`config.mk`:
```
export PLATFORM = sky130hd
export DESIGN_NAME = plc_ram
export DESIGN_NICKNAME = d
export VERILOG_FILES = /design/src/rtl/core/plc_ram.sv
export SDC_FILE = /design/constraint.sdc
export NUM_CORES = 2
export LEC_CHECK = 0
export BUFFER_PORTS_ARGS = -buffer_cell sky130_fd_sc_hd__buf_2
export CAP_MARGIN = 20
export CORE_MARGIN = 2
export CORE_UTILIZATION = 56
export DETAILED_ROUTE_END_ITERATION = 12
export PLACE_DENSITY_LB_ADDON = 0.05
export SLEW_MARGIN = 20
export SYNTH_ARGS = -nofsm -noshare
export SYNTH_HDL_FRONTEND = slang
export SYNTH_SLANG_ARGS = --single-unit
export TNS_END_PERCENT = 100
```
`constraint.sdc`:
```
create_clock -name clk -period 3.9 [get_ports clk]
set_input_delay 0.39 -clock clk [delete_from_list [all_inputs] [get_ports clk]]
set_output_delay 0.39 -clock clk [all_outputs]
set_load 0.05 [all_outputs]
```
`src/rtl/core/plc_ram.sv`:
```
// ----------------------------------------------------------------------
// plc_ram
// Simple dual-port RAM: one write port, one registered read port.
// ----------------------------------------------------------------------
`timescale 1ns / 1ps

module plc_ram #(
    parameter int DEPTH = 64,
    parameter int WIDTH = 32,
    localparam int AW   = $clog2(DEPTH)
) (
    input  logic             clk,
    input  logic             we,
    input  logic [AW-1:0]    waddr,
    input  logic [WIDTH-1:0] wdata,
    input  logic [AW-1:0]    raddr,
    output logic [WIDTH-1:0] rdata
);

    logic [WIDTH-1:0] mem [DEPTH];
    logic [WIDTH-1:0] rdata_reg;

    always_ff @(posedge clk)
    begin
        if (we)
        begin
            mem[waddr] <= wdata;
        end
        rdata_reg <= mem[raddr];
    end

    assign rdata = rdata_reg;

endmodule

```
# Word-level counts from Yosys, hierarchy flattened
# Memory sizes are Yosys's and may differ from the RTL's. A register that Yosys moved wholly into a read port is not among the register bits.
# Index checks and enable logic that the tools add are counted.
[totals]
register_bits = 0
ramBits = 2048
memories = 1
wordCells = 3
[memory_table]
columns = ["name", "depth", "width", "rd", "rd_ports_with_merged_regs", "wr", "line", "text"]
rows = [
  ["mem", 64, 32, 1, 1, 1, "20", "logic [WIDTH-1:0] mem [DEPTH];"],
]
[classes]
n_mux = 2
[op_table]
columns = ["op", "count"]
rows = [
  ["2-to-1 mux 1 bit", 2],
]

# Logic depth before layout (Yosys ltp)
[depth]
word_depth = 2
mapped_depth = 10
ltp_nobuf = 5

# Worst setup path before layout
# Ideal clock, no wire load.
[synth_timing]
kind = "in2reg"
startpoint = "in waddr[3]"
endpoint = "mem mem[48][0] (enable)"
path_stages = 4
t_required_ns = 3.439
arrival_time_ns = 3.089
setup_ns = 0.461
slack_ns = 0.350
path_cell_list = "clkbuf_1 > nor2b_1 > nand4b_1 > nor3_1"
[synth_rtl]
columns = ["element", "line", "text"]
rows = [
  ["from (decl)", "14", "input logic [AW-1:0] waddr,"],
  ["to (decl)", "20", ""],
]
# No word-level cell before the write port.

==> results.toml <==
[status]
outcome = "completed"

[worst_setup_path]
cp.arrival_ps = 3550
max_stage_delay_ps = 810
end_kind = "flop"
path_cells = "buf_8 > buf_12 > buf_12 > mux4_2 > mux4_2 > o22ai_1 > nor2_1"
worstPathMaxFanout = 58
start_kind = "primary input"
cpMaxStageDelayCell = "o22ai_1"
reg2reg_from = "mem[22][29]"
crit_type = "primary input to flop"
crit_buf_inv = 3
cp.required_ps = 4550
critPathLaunch = "raddr[1]"
path_delay_family = "buffers and inverters"

[yosys]
mappedNetlistArea_sq_mm = 0.07852
avgSynthCellArea_sq_um = 23.62
synth.most_common_cell = "edfxtp_1"
yosysWarnings = 0
synthTopCellsByArea = "edfxtp_1 78%, mux4_2 16%, mux2i_1 1.2%, dfxtp_1 0.82%, o22ai_1 0.67%"
synth_common_cells = "2048 x edfxtp_1, 544 x mux4_2, 137 x nor2_1"
synth_nets = 3370
ys_types = 34
synth_edf_count = 2048
ys.flop_type = "edfxtp_1"
seq_area_frac_synth_pct = 79.14
async_flop_share_pct = 0
ys_ff_latch = 2080
syn_inst = 3324
yosysTopAreaCell = "edfxtp_1"
synth_top_cell_area_share_pct = 78.33

[finish]
drive_above_1_share_pct = 30.58
regArea_sq_mm = 0.06214
fin_area_sq_mm = 0.08924
largest_register_ffs = 2048
multi_input_area_sq_mm = 0.01597
nFillCells = 9100
fin_cells = 5654
areaGrowthSynthToFinish_pct = 13.66
final_net_count = 3644
utilization_pct = 64.04

[routing]
postRouteWirelength_um = 203000
drc = 0
first_pass_iters = 6
wl_per_cell_um = 35.91
via_per_inst = 6.605
antenna_left = 0
vias = 37340
initialDrtViolationCount = 4839

[floorplan]
coreArea_sq_mm = 0.1394
ioPinCount = 78
fp.dieH_um = 378.4
std_cell_rows = 137
fp.dieArea_sq_mm = 0.1432
initial_core_util_pct = 56.34
fp.dieW_um = 378.4

[power_and_ir_drop]
ir_drop_v = 0.0004209
swShare_pct = 21.03
p_switching_mw = 9.813
power.density_mw_per_mm2 = 522.8
p_leak_nw = 27.93
p_int_mw = 36.85
p_seq_share_pct = 53.3
p_comb_share_pct = 5.2
pwr-share-clk_pct = 41.5

[timing]
skew_ps = 25.72
min_period_ps = 2900
hold_ws_ps = 108.2
report.final.slew_viol_count = 0
hold_viol_final = 0
setup_tns_ps = 0
tightest_slew_ps = 1167
fin_crit_sh_pct = 74.35
fmax_mhz = 344.9
max_slew_margin_pct = 22.19
rsz0062_at_grt = "false"
setup_viol = 0

[clocking]
clk_latency_ps = 830
cts_num_sinks = 2080
cts_made_buffers = 201
cts_root_buf = "clkbuf_16"
cts_resized = 0
tritoncts = "yes"
postCtsSetupBuffers = 0
cts.clk_slew.worst_paths_ps = 60
cts_buffer_depth = 3
htreeDepth = 4
cts_hold_buf = 3

[flow_run]
cap_violations = 0

[grt]
grt-ovfl-total = 0
grt_pass1_wl_um = 284500
grt_pass1_vias = 37760
top_usage_layer = "met2"
grt_use_met2_pct = 46.00
gr-usage-met3_pct = 5.518
grt_util_met1_pct = 42.12
grt_max_degree = 81
grt_use_total_pct = 28.98
grt_antenna_before_repair = 21

[min_path]
hold_class = "primary input to flop"
min_from = "wdata[20]"

[placement]
place_congestion = 0.7908
dp_hpwl_um = 113800
place_inst = 5268
place_area_sq_mm = 0.08256
io_buffers = 77
==> stage by stage <==
step	total power, mW	worst slack, ps
floorplan	26.64	350.2
global placement	27.73	139.3
detailed placement	27.78	177.5
CTS	46.95	1020
global route	47.93	996.4
finish	46.66	1000
==> cells in the final DEF (no fill, tap or decap), types with 3 or more instances in the layout <==
cell | netlist | routed
edfxtp_1 | 2048 | 2048
mux4_2 | 544 | 544
clkbuf_16 | 0 | 206
buf_4 | 25 | 163
mux2i_1 | 93 | 93
o22ai_1 | 84 | 84
nor2_1 | 137 | 75
a21oi_1 | 62 | 62
nor2_4 | 0 | 62
buf_2 | 57 | 53
clkinv_1 | 0 | 45
clkbuf_1 | 74 | 41
clkinv_2 | 0 | 37
dfxtp_1 | 32 | 32
buf_12 | 0 | 31
o221ai_1 | 27 | 27
nand2_1 | 26 | 26
bufinv_16 | 0 | 22
nor2b_1 | 15 | 15
a22oi_1 | 12 | 12
diode_2 | 0 | 8
a311oi_1 | 8 | 8
nand2b_1 | 8 | 7
clkbuf_8 | 0 | 7
inv_6 | 0 | 6
nand3b_1 | 5 | 5
nor3_1 | 7 | 5
nand3_1 | 5 | 5
clkinvlp_4 | 0 | 5
and3_1 | 4 | 4
a41o_1 | 4 | 4
o32ai_1 | 4 | 4
or3b_2 | 3 | 3
or3_1 | 3 | 3
clkinv_4 | 0 | 3
clkinv_8 | 0 | 3
dlygate4sd3_1 | 0 | 3
buf_8 | 0 | 3
==> layer usage <==
metal,part of all wire [%],up-vias
met2,49,1860
li1,-,14850
met4,2.2,12
met5,0.036,-
met3,9.0,270
met1,40,20350
==> kinds of logic after synthesis <==
kind of cell / after synthesis / share of synthesized area, %
AOI/OAI and AO/OA: 202 / 1.673
DFF: 2080 / 79.14
buffers and inverters: 182 / 1.128
and+or+nand+nor: 223 / 1.265
muxes: 637 / 16.79
==> layout make-up <==
class / count / share of cell area [%]
antenna: 8 / 0.02243
clock buffer: 254 / 6.057
timing repair buffer: 253 / 2.448
sequential: 2080 / 69.63
tap: 1876 / 2.630
clock inverter: 121 / 1.322
multi-input combinational: 1062 / 17.89
==> final timing paths <==
kind	slack, ps	end	cells after the start
hold / removal	110	mem[32][20]	1
setup reg to reg	1380	rdata[29]	4
setup / recovery	1000	rdata[29]	7
hold reg to reg	790	rdata[17]	4
==> power by group through the flow <==
stage          logic, mW  registers [mW]  clock network (mW)
6_report            2.41            24.9                19.4
2_1_floorplan       1.20            25.4                   0
4_1_cts             2.45            24.9                19.6
3_5_place_dp        2.43            25.3                   0
5_1_grt             2.55            24.9                20.5
3_3_place_gp        2.39            25.3                   0
(Power assumes the default switching activity.)
