## config.mk

```make
export PLATFORM = sky130hd
export DESIGN_NAME = plc_dist_pipe
export DESIGN_NICKNAME = d
export VERILOG_FILES = /design/src/rtl/core/plc_pkg.sv /design/src/rtl/core/plc_dist_pipe.sv
export SDC_FILE = /design/constraint.sdc
export NUM_CORES = 2
export LEC_CHECK = 0
export ABC_AREA = 1
export BUFFER_PORTS_ARGS = -buffer_cell sky130_fd_sc_hd__buf_2
export CORE_UTILIZATION = 35
export DETAILED_ROUTE_END_ITERATION = 16
export GPL_TIMING_DRIVEN = 0
export PLACE_DENSITY_LB_ADDON = 0.1
export RECOVER_POWER = 50
export SYNTH_ARGS = -nofsm -noshare
export SYNTH_HDL_FRONTEND = slang
export SYNTH_SLANG_ARGS = --single-unit
```

## constraint.sdc

```tcl
create_clock -name clk -period 7.6 [get_ports clk]
set_input_delay 0.76 -clock clk [delete_from_list [all_inputs] [get_ports clk]]
set_output_delay 0.76 -clock clk [all_outputs]
set_load 0.01 [all_outputs]
```

## src/rtl/core/plc_pkg.sv

```systemverilog
// ----------------------------------------------------------------------
// plc_pkg
// Types and fixed constants shared by the loop-cutoff core.
// ----------------------------------------------------------------------
`timescale 1ns / 1ps

package plc_pkg;

    // width of the cutoff distance register (unsigned Q15.16)
    localparam int DIST_W = 31;
    // width of the squared cutoff distance
    localparam int THR_W  = 2 * DIST_W;

    typedef enum logic [2:0] {
        ST_LOAD,      // take points, idle between polylines
        ST_REF,       // read the node under test
        ST_SCAN,      // stream candidates through the distance pipeline
        ST_EMIT_RD,   // read a surviving node and its link
        ST_EMIT_OUT   // present the node, follow the link
    } plc_state_t;

    // status of the distance pipeline towards the sequencer
    typedef struct packed {
        logic hit;    // first close candidate of this scan is at the tail
        logic busy;   // a candidate is still in flight
    } plc_pipe_stat_t;

endpackage

```

## src/rtl/core/plc_dist_pipe.sv

```systemverilog
// ----------------------------------------------------------------------
// plc_dist_pipe
// Four-stage squared-distance compare of a candidate node against the
// node under test; reports the first candidate closer than the cutoff.
// ----------------------------------------------------------------------
`timescale 1ns / 1ps

module plc_dist_pipe #(
    parameter int COORD_BITS = 32,
    parameter int IDX_W      = 6
) (
    input  logic                        clk,
    input  logic                        rst_n,
    input  logic                        in_valid,
    input  logic [IDX_W-1:0]            in_idx,
    input  logic [COORD_BITS-1:0]       cand_x,
    input  logic [COORD_BITS-1:0]       cand_y,
    input  logic [COORD_BITS-1:0]       ref_x,
    input  logic [COORD_BITS-1:0]       ref_y,
    input  logic [plc_pkg::THR_W-1:0]   thr_sq,
    input  logic                        flush,
    output plc_pkg::plc_pipe_stat_t     stat,
    output logic [IDX_W-1:0]            hit_idx
);

    localparam int C      = COORD_BITS;
    localparam int HALF   = (C + 1) / 2;
    localparam int HI_W   = C - HALF;
    localparam int LL_W   = 2 * HALF;
    localparam int LH_W   = HALF + HI_W;
    localparam int HH_W   = 2 * HI_W;
    localparam int SQ_W   = 2 * C;
    localparam int SUM_W  = SQ_W + 1;
    localparam int CMP_W  = (SUM_W > plc_pkg::THR_W) ? SUM_W : plc_pkg::THR_W;
    localparam logic [C-1:0] SIGN = {1'b1, {(C-1){1'b0}}};

    // stage 1: absolute differences
    logic             v1_reg;
    logic [IDX_W-1:0] idx1_reg;
    logic [C-1:0]     dx_reg;
    logic [C-1:0]     dy_reg;
    logic [C-1:0]     dx_next;
    logic [C-1:0]     dy_next;

    // stage 2: partial products
    logic             v2_reg;
    logic [IDX_W-1:0] idx2_reg;
    logic [LL_W-1:0]  xll_reg;
    logic [LH_W-1:0]  xlh_reg;
    logic [HH_W-1:0]  xhh_reg;
    logic [LL_W-1:0]  yll_reg;
    logic [LH_W-1:0]  ylh_reg;
    logic [HH_W-1:0]  yhh_reg;

    // stage 3: squares
    logic             v3_reg;
    logic [IDX_W-1:0] idx3_reg;
    logic [SQ_W-1:0]  sqx_reg;
    logic [SQ_W-1:0]  sqy_reg;

    // stage 4: compare
    logic             hit_reg;
    logic [IDX_W-1:0] hit_idx_reg;
    logic [CMP_W-1:0] sum;
    logic             close;

    function automatic logic [C-1:0] abs_diff(input logic [C-1:0] a, input logic [C-1:0] b);
        logic [C-1:0] ua;
        logic [C-1:0] ub;
        ua = a ^ SIGN;
        ub = b ^ SIGN;
        return (ua >= ub) ? (ua - ub) : (ub - ua);
    endfunction

    function automatic logic [SQ_W-1:0] join_sq(input logic [LL_W-1:0] ll,
                                               input logic [LH_W-1:0] lh,
                                               input logic [HH_W-1:0] hh);
        return (SQ_W'(hh) << (2 * HALF)) + (SQ_W'(lh) << (HALF + 1)) + SQ_W'(ll);
    endfunction

    assign dx_next = abs_diff(cand_x, ref_x);
    assign dy_next = abs_diff(cand_y, ref_y);

    assign sum   = CMP_W'(sqx_reg) + CMP_W'(sqy_reg);
    assign close = sum < CMP_W'(thr_sq);

    always_ff @(posedge clk or negedge rst_n)
    begin
        if (!rst_n)
        begin
            v1_reg  <= 1'b0;
            v2_reg  <= 1'b0;
            v3_reg  <= 1'b0;
            hit_reg <= 1'b0;
        end
        else
        begin
            // drop everything in flight once the first hit is taken
            v1_reg  <= in_valid & ~flush;
            v2_reg  <= v1_reg & ~flush;
            v3_reg  <= v2_reg & ~flush;
            hit_reg <= v3_reg & close & ~flush;
        end
    end

    always_ff @(posedge clk)
    begin
        idx1_reg    <= in_idx;
        dx_reg      <= dx_next;
        dy_reg      <= dy_next;

        idx2_reg    <= idx1_reg;
        xll_reg     <= LL_W'(dx_reg[HALF-1:0]) * LL_W'(dx_reg[HALF-1:0]);
        xlh_reg     <= LH_W'(dx_reg[HALF-1:0]) * LH_W'(dx_reg[C-1:HALF]);
        xhh_reg     <= HH_W'(dx_reg[C-1:HALF]) * HH_W'(dx_reg[C-1:HALF]);
        yll_reg     <= LL_W'(dy_reg[HALF-1:0]) * LL_W'(dy_reg[HALF-1:0]);
        ylh_reg     <= LH_W'(dy_reg[HALF-1:0]) * LH_W'(dy_reg[C-1:HALF]);
        yhh_reg     <= HH_W'(dy_reg[C-1:HALF]) * HH_W'(dy_reg[C-1:HALF]);

        idx3_reg    <= idx2_reg;
        sqx_reg     <= join_sq(xll_reg, xlh_reg, xhh_reg);
        sqy_reg     <= join_sq(yll_reg, ylh_reg, yhh_reg);

        hit_idx_reg <= idx3_reg;
    end

    assign stat.hit  = hit_reg;
    assign stat.busy = v1_reg | v2_reg | v3_reg;
    assign hit_idx   = hit_idx_reg;

endmodule

```

# ---- Word-level counts from Yosys, hierarchy flattened
# Cells that the tools add are included.
# Widths: inputs -> output; s select.
dict set report totals {
  regBits 412
  out_inout_bits 8
}
dict set report classes {
  n_addsub 9
  n_mul 6
  order_cmp 3
  mux 2
  bitwise_logic 12
}
# cell count
set op_table {}
lappend op_table {{$mul 16x16->32} 6}
lappend op_table {{$add 64x32->64} 2}
lappend op_table {{$add 64x49->64} 2}
lappend op_table {{$sub 32x32->32} 4}
lappend op_table {{$add 64x64->65} 1}
lappend op_table {{$lt 65x62->1} 1}
lappend op_table {{$ge 32x32->1} 2}
lappend op_table {{$mux 32} 2}
lappend op_table {{$and 1x1->1} 5}
lappend op_table {{$not 1->1} 5}
lappend op_table {{$or 1x1->1} 2}

# ---- Longest topological paths before layout
dict set report logic_depth {
  ltp_word 4
  mapped_depth 30
}

# ---- Worst setup path before layout
# No wires, ideal clock.
dict set report synth_path {
  kind {reg2reg}
  start {register dy_reg[17]}
  end {register yhh_reg[30]}
  setup_ps 119
  t_arrival_ps 5421
  required_ps 7481
  setup_slack_ps 2060
  stages_incl_launch_ff 22
  n_path_buf 2
  synth_period_minus_slack_ps 5540
  cell_sequence {dfxtp_1 clkbuf_1 clkbuf_1 nand2_1 fa_1 fa_1 inv_1 fa_1 fa_1 fa_1 inv_1 fa_1 inv_1 ha_1 nand2_1 nor2_1 inv_1 nor3_1 a21oi_1 o21ai_0 a31oi_1 xnor2_1}
}
dict set report synth_between {
  elab_chain_len 1
}
# item line
set synth_rtl {}
lappend synth_rtl {{start: declaration} plc_dist_pipe.sv:41} ;# logic [C-1:0] dy_reg;
lappend synth_rtl {{start signal: assignment} plc_dist_pipe.sv:110} ;# dy_reg <= dy_next;
lappend synth_rtl {{$mul 16x16->32} plc_dist_pipe.sv:118} ;# yhh_reg <= HH_W'(dy_reg[C-1:HALF]) * HH_W'(dy_reg[C-1:HALF]);
lappend synth_rtl {{end signal: assignment} plc_dist_pipe.sv:118}
lappend synth_rtl {{end: declaration} plc_dist_pipe.sv:53} ;# logic [HH_W-1:0] yhh_reg;
# No other way between the ends.

# ---- Worst setup path in the final report
dict set report layout_path {
  start {register dy_reg[5]}
  end {register yll_reg[29]}
}
dict set report layout_between {
  elab_chain_len 1
}
# item line
set layout_rtl {}
lappend layout_rtl {{$mul 16x16->32} plc_dist_pipe.sv:116} ;# yll_reg <= LL_W'(dy_reg[HALF-1:0]) * LL_W'(dy_reg[HALF-1:0]);
lappend layout_rtl {{end signal: assignment} plc_dist_pipe.sv:116}
lappend layout_rtl {{end: declaration} plc_dist_pipe.sv:51} ;# logic [LL_W-1:0] yll_reg;
# No other way between the ends.

==> flow_summary.yaml <==
run_status:
  status: "finished, final reports clean"
drt:
  wirelength_microns: 249000
  wire_per_inst_microns: 19.7
  first_pass_iters: 6
  ant_nets: 0
  vias_per_cell: 4.83
  route.detailed.drc: 0
  num_vias: 61100
  drtIter0Drc: 4147
global_route:
  grt_max_degree: 14
  grt_pass1_vias: 63700
  grt_antenna_before_repair: 22
  grt_remaining_overflow: 0
  grt_pass1_wl_microns: 382000
  grtUsageTotal_pct: 23.9
yosys:
  syn_inst: 9587
  synthArstFlopShare_pct: 0.985
  synthesis.area_sq_mm: 0.0729
  yosys_warnings: 0
  synth_ff_type: "dfxtp_1"
  post_synth.cell_area_avg_sq_um: 7.61
  synth-seq-cells: 406
  synth_nets: 11800
  synth_edf_count: 0
  synth_cell_types: 61
  yosysSeqAreaShare_pct: 11.2
placed_design:
  portBuffers: 207
  dp_hpwl_microns: 216000
  dp_slack_ns: -0.152
  gp_congestion: 0.915
  placed_area_sq_mm: 0.0775
sta:
  fmax_ghz: 0.135
  period_minus_slack_ns: 7.43
  finalMaxSlewViolations: 0
  rsz0062_at_grt: "yes"
  skew_ns: 0.0332
  setup_viol: 0
  worst_pin_slew_ns: 1.29
  hold_viol: 0
  relSlewSlack_pct: 14.0
  holdWs_ns: 0.220
  fin_tns_setup_ns: 0
  fin_ws_ns: 0.167
  layout_worst_path_cycle_share_pct: 97.8
setup_path:
  cp_data_required_time_ns: 8.09
  worstSetupStartpointType: "flop"
  r2r_cells: 20
  critPathKind: "reg -> reg"
  critPathArrivalTime_ns: 7.93
  cp-end-kind: "flop"
  worst-path-max-fanout: 10
min_path:
  min_path_cells: 1
  min_path_type: "in -> reg"
cts:
  clock_latency_ns: 0.66
  clkSinkCount: 406
  htreeDepth: 2
  numCtsBuffers: 46
  cts_tree: "built"
  cts-root-buf: "clkbuf_16"
  post-cts-setup-buffers: 0
  clkTransAtPathRegs_ns: 0.06
  cts_max_path_buffers: 3
floorplan:
  die_width_microns: 459
  die-height_microns: 459
  ioPinCount: 208
  core_sq_mm: 0.207
  core.rowCount: 167
  initial_core_util_pct: 35.2
  die_area_sq_mm: 0.210
layout:
  design_area_sq_mm: 0.0789
  drive_gt1_share_pct: 3.76
  synthToLayoutAreaGrowth_pct: 8.22
  fin_nets: 12000
run:
  drv_cap: 0
what timing repair did:
action / 4_1_cts / 5_1_grt
hold buffers: 1 / 0
hold endpoints to repair: 4 / 0
setup endpoints to repair: 6 / 13
gates cloned: 0 / 0
gates resized for setup: 5 / 35
final cells by class:
class                      instances  area (sq um)
clock buffer                      61          1300
buffer                           254          1050
sequential                       406          8150
tap                             2788          3490
multi-input combinational       6464         54500
antenna                            2          5.00
clock inverter                    19           208
inverter                        2463          9250
fill                           22100        128000
timing repair buffer             208          1030
synth_stat cells, types with 4 or more instances:
| master | number | share of area (%) |
|---|---|---|
| o221ai_1 | 15 | 0.18 |
| and3_1 | 4 | 0.034 |
| inv_1 | 2452 | 13 |
| nand3b_1 | 6 | 0.062 |
| o2111ai_1 | 8 | 0.096 |
| o21ai_1 | 40 | 0.27 |
| nor4_1 | 25 | 0.21 |
| a221oi_1 | 4 | 0.048 |
| xor2_1 | 305 | 3.7 |
| inv_2 | 11 | 0.057 |
| dfrtp_1 | 4 | 0.14 |
| fa_1 | 1044 | 29 |
| nor3_1 | 66 | 0.45 |
| a21boi_2 | 5 | 0.077 |
| a21boi_1 | 9 | 0.093 |
| nand2_1 | 2024 | 10 |
| a21oi_2 | 9 | 0.11 |
| a31oi_1 | 57 | 0.49 |
| clkbuf_2 | 16 | 0.11 |
| a21o_1 | 66 | 0.68 |
| xnor2_1 | 134 | 1.6 |
| buf_2 | 24 | 0.16 |
| nor2_1 | 471 | 2.4 |
| a21boi_0 | 7 | 0.072 |
| a21oi_1 | 545 | 3.7 |
| buf_4 | 6 | 0.062 |
| o211ai_1 | 28 | 0.29 |
| o21bai_1 | 43 | 0.44 |
| and2_1 | 7 | 0.060 |
| nand3_1 | 190 | 1.3 |
| nor2_2 | 6 | 0.051 |
| o21ai_0 | 294 | 2.0 |
| ha_1 | 922 | 16 |
| a211oi_1 | 9 | 0.093 |
| or2_2 | 10 | 0.086 |
| dfxtp_1 | 402 | 11 |
| nand4_1 | 35 | 0.30 |
| o21a_1 | 38 | 0.39 |
| o31ai_1 | 8 | 0.082 |
| clkbuf_1 | 201 | 1.0 |
final timing paths:
| path | from | end | slack (ns) |
|---|---|---|---|
| max | dy_reg[5]$_DFF_P_ | yll_reg[29]$_DFF_P_ | 0.17 |
| min | in_idx[1] | idx1_reg[1]$_DFF_P_ | 0.22 |
| max reg2reg | dy_reg[5]$_DFF_P_ | yll_reg[29]$_DFF_P_ | 0.17 |
| min reg2reg | yll_reg[2]$_DFF_P_ | sqy_reg[2]$_DFF_P_ | 0.32 |
| max in group asynchronous | rst_n | v2_reg$_DFF_PN0_ | 6.94 |
| min in group asynchronous | rst_n | v3_reg$_DFF_PN0_ | 0.47 |
through the flow:
step                      instances  util, %
final                         12700     38.1
after CTS                     12700     38.1
after global routing          12700     38.1
after detailed placement      12600     37.4
after floorplan                9587        -
after global placement        12600     37.4
kinds of logic (layout without fill, tap and decap cells):
family                   after synthesis  after routing  share of synthesized area [%]
AND/OR/NAND/NOR                     2852           2852                           15.5
other                                  0              2                              0
AO/OA/AOI/OAI                       1206           1206                           9.45
flip-flops                           406            406                           11.2
XOR/XNOR                             439            439                           5.27
adder cells (fa/ha/maj)             1966           1966                           44.5
multiplexers                           1              1                         0.0137
buffers and inverters               2717           3005                           14.1
worst max-delay path, stage by stage, from the launching register on:
cell      delay, ns
dfxtp_1        0.58
clkbuf_1       0.96
nand2_1        0.19
fa_1           0.63
inv_1          0.09
fa_1           0.46
fa_1           0.51
fa_1           0.43
fa_1           0.50
inv_1          0.05
fa_1           0.54
inv_1          0.07
ha_1           0.37
nand2_1        0.15
nor4_1         0.56
o21ai_0        0.21
nand3_1        0.21
nand3_1        0.09
nand3_1        0.12
a21oi_1        0.10
xor2_1         0.45
metal layers:
layer	GRT usage (%)	vias up	wire length, microns
li1	-	29400	-
met1	35.1	30000	122000
met2	37.8	1512	109000
met3	2.75	228	14200
met4	4.06	2	4110
met5	0	-	20
placed cells by master (no fill, tap or decap), drive strengths merged, types with 6 or more instances in the layout:
| cell type | count |
|---|---|
| xor2 | 305 |
| nand3b | 6 |
| o211ai | 28 |
| fa | 1044 |
| nor4 | 25 |
| buf | 221 |
| a31oi | 57 |
| a21oi | 554 |
| clkinv | 11 |
| o221ai | 15 |
| nand4 | 35 |
| o31ai | 8 |
| o21a | 38 |
| dfxtp | 402 |
| a21boi | 21 |
| nand3 | 192 |
| nand2 | 2027 |
| ha | 922 |
| nor2 | 478 |
| a211oi | 9 |
| clkbuf | 298 |
| o2111ai | 8 |
| o21ai | 337 |
| or2 | 11 |
| and2 | 7 |
| a21o | 66 |
| nor3 | 67 |
| o21bai | 45 |
| inv | 2466 |
| xnor2 | 134 |
Power is not shown: default switching activity piles up to over one toggle a cycle in this logic, so the estimate is an artifact.
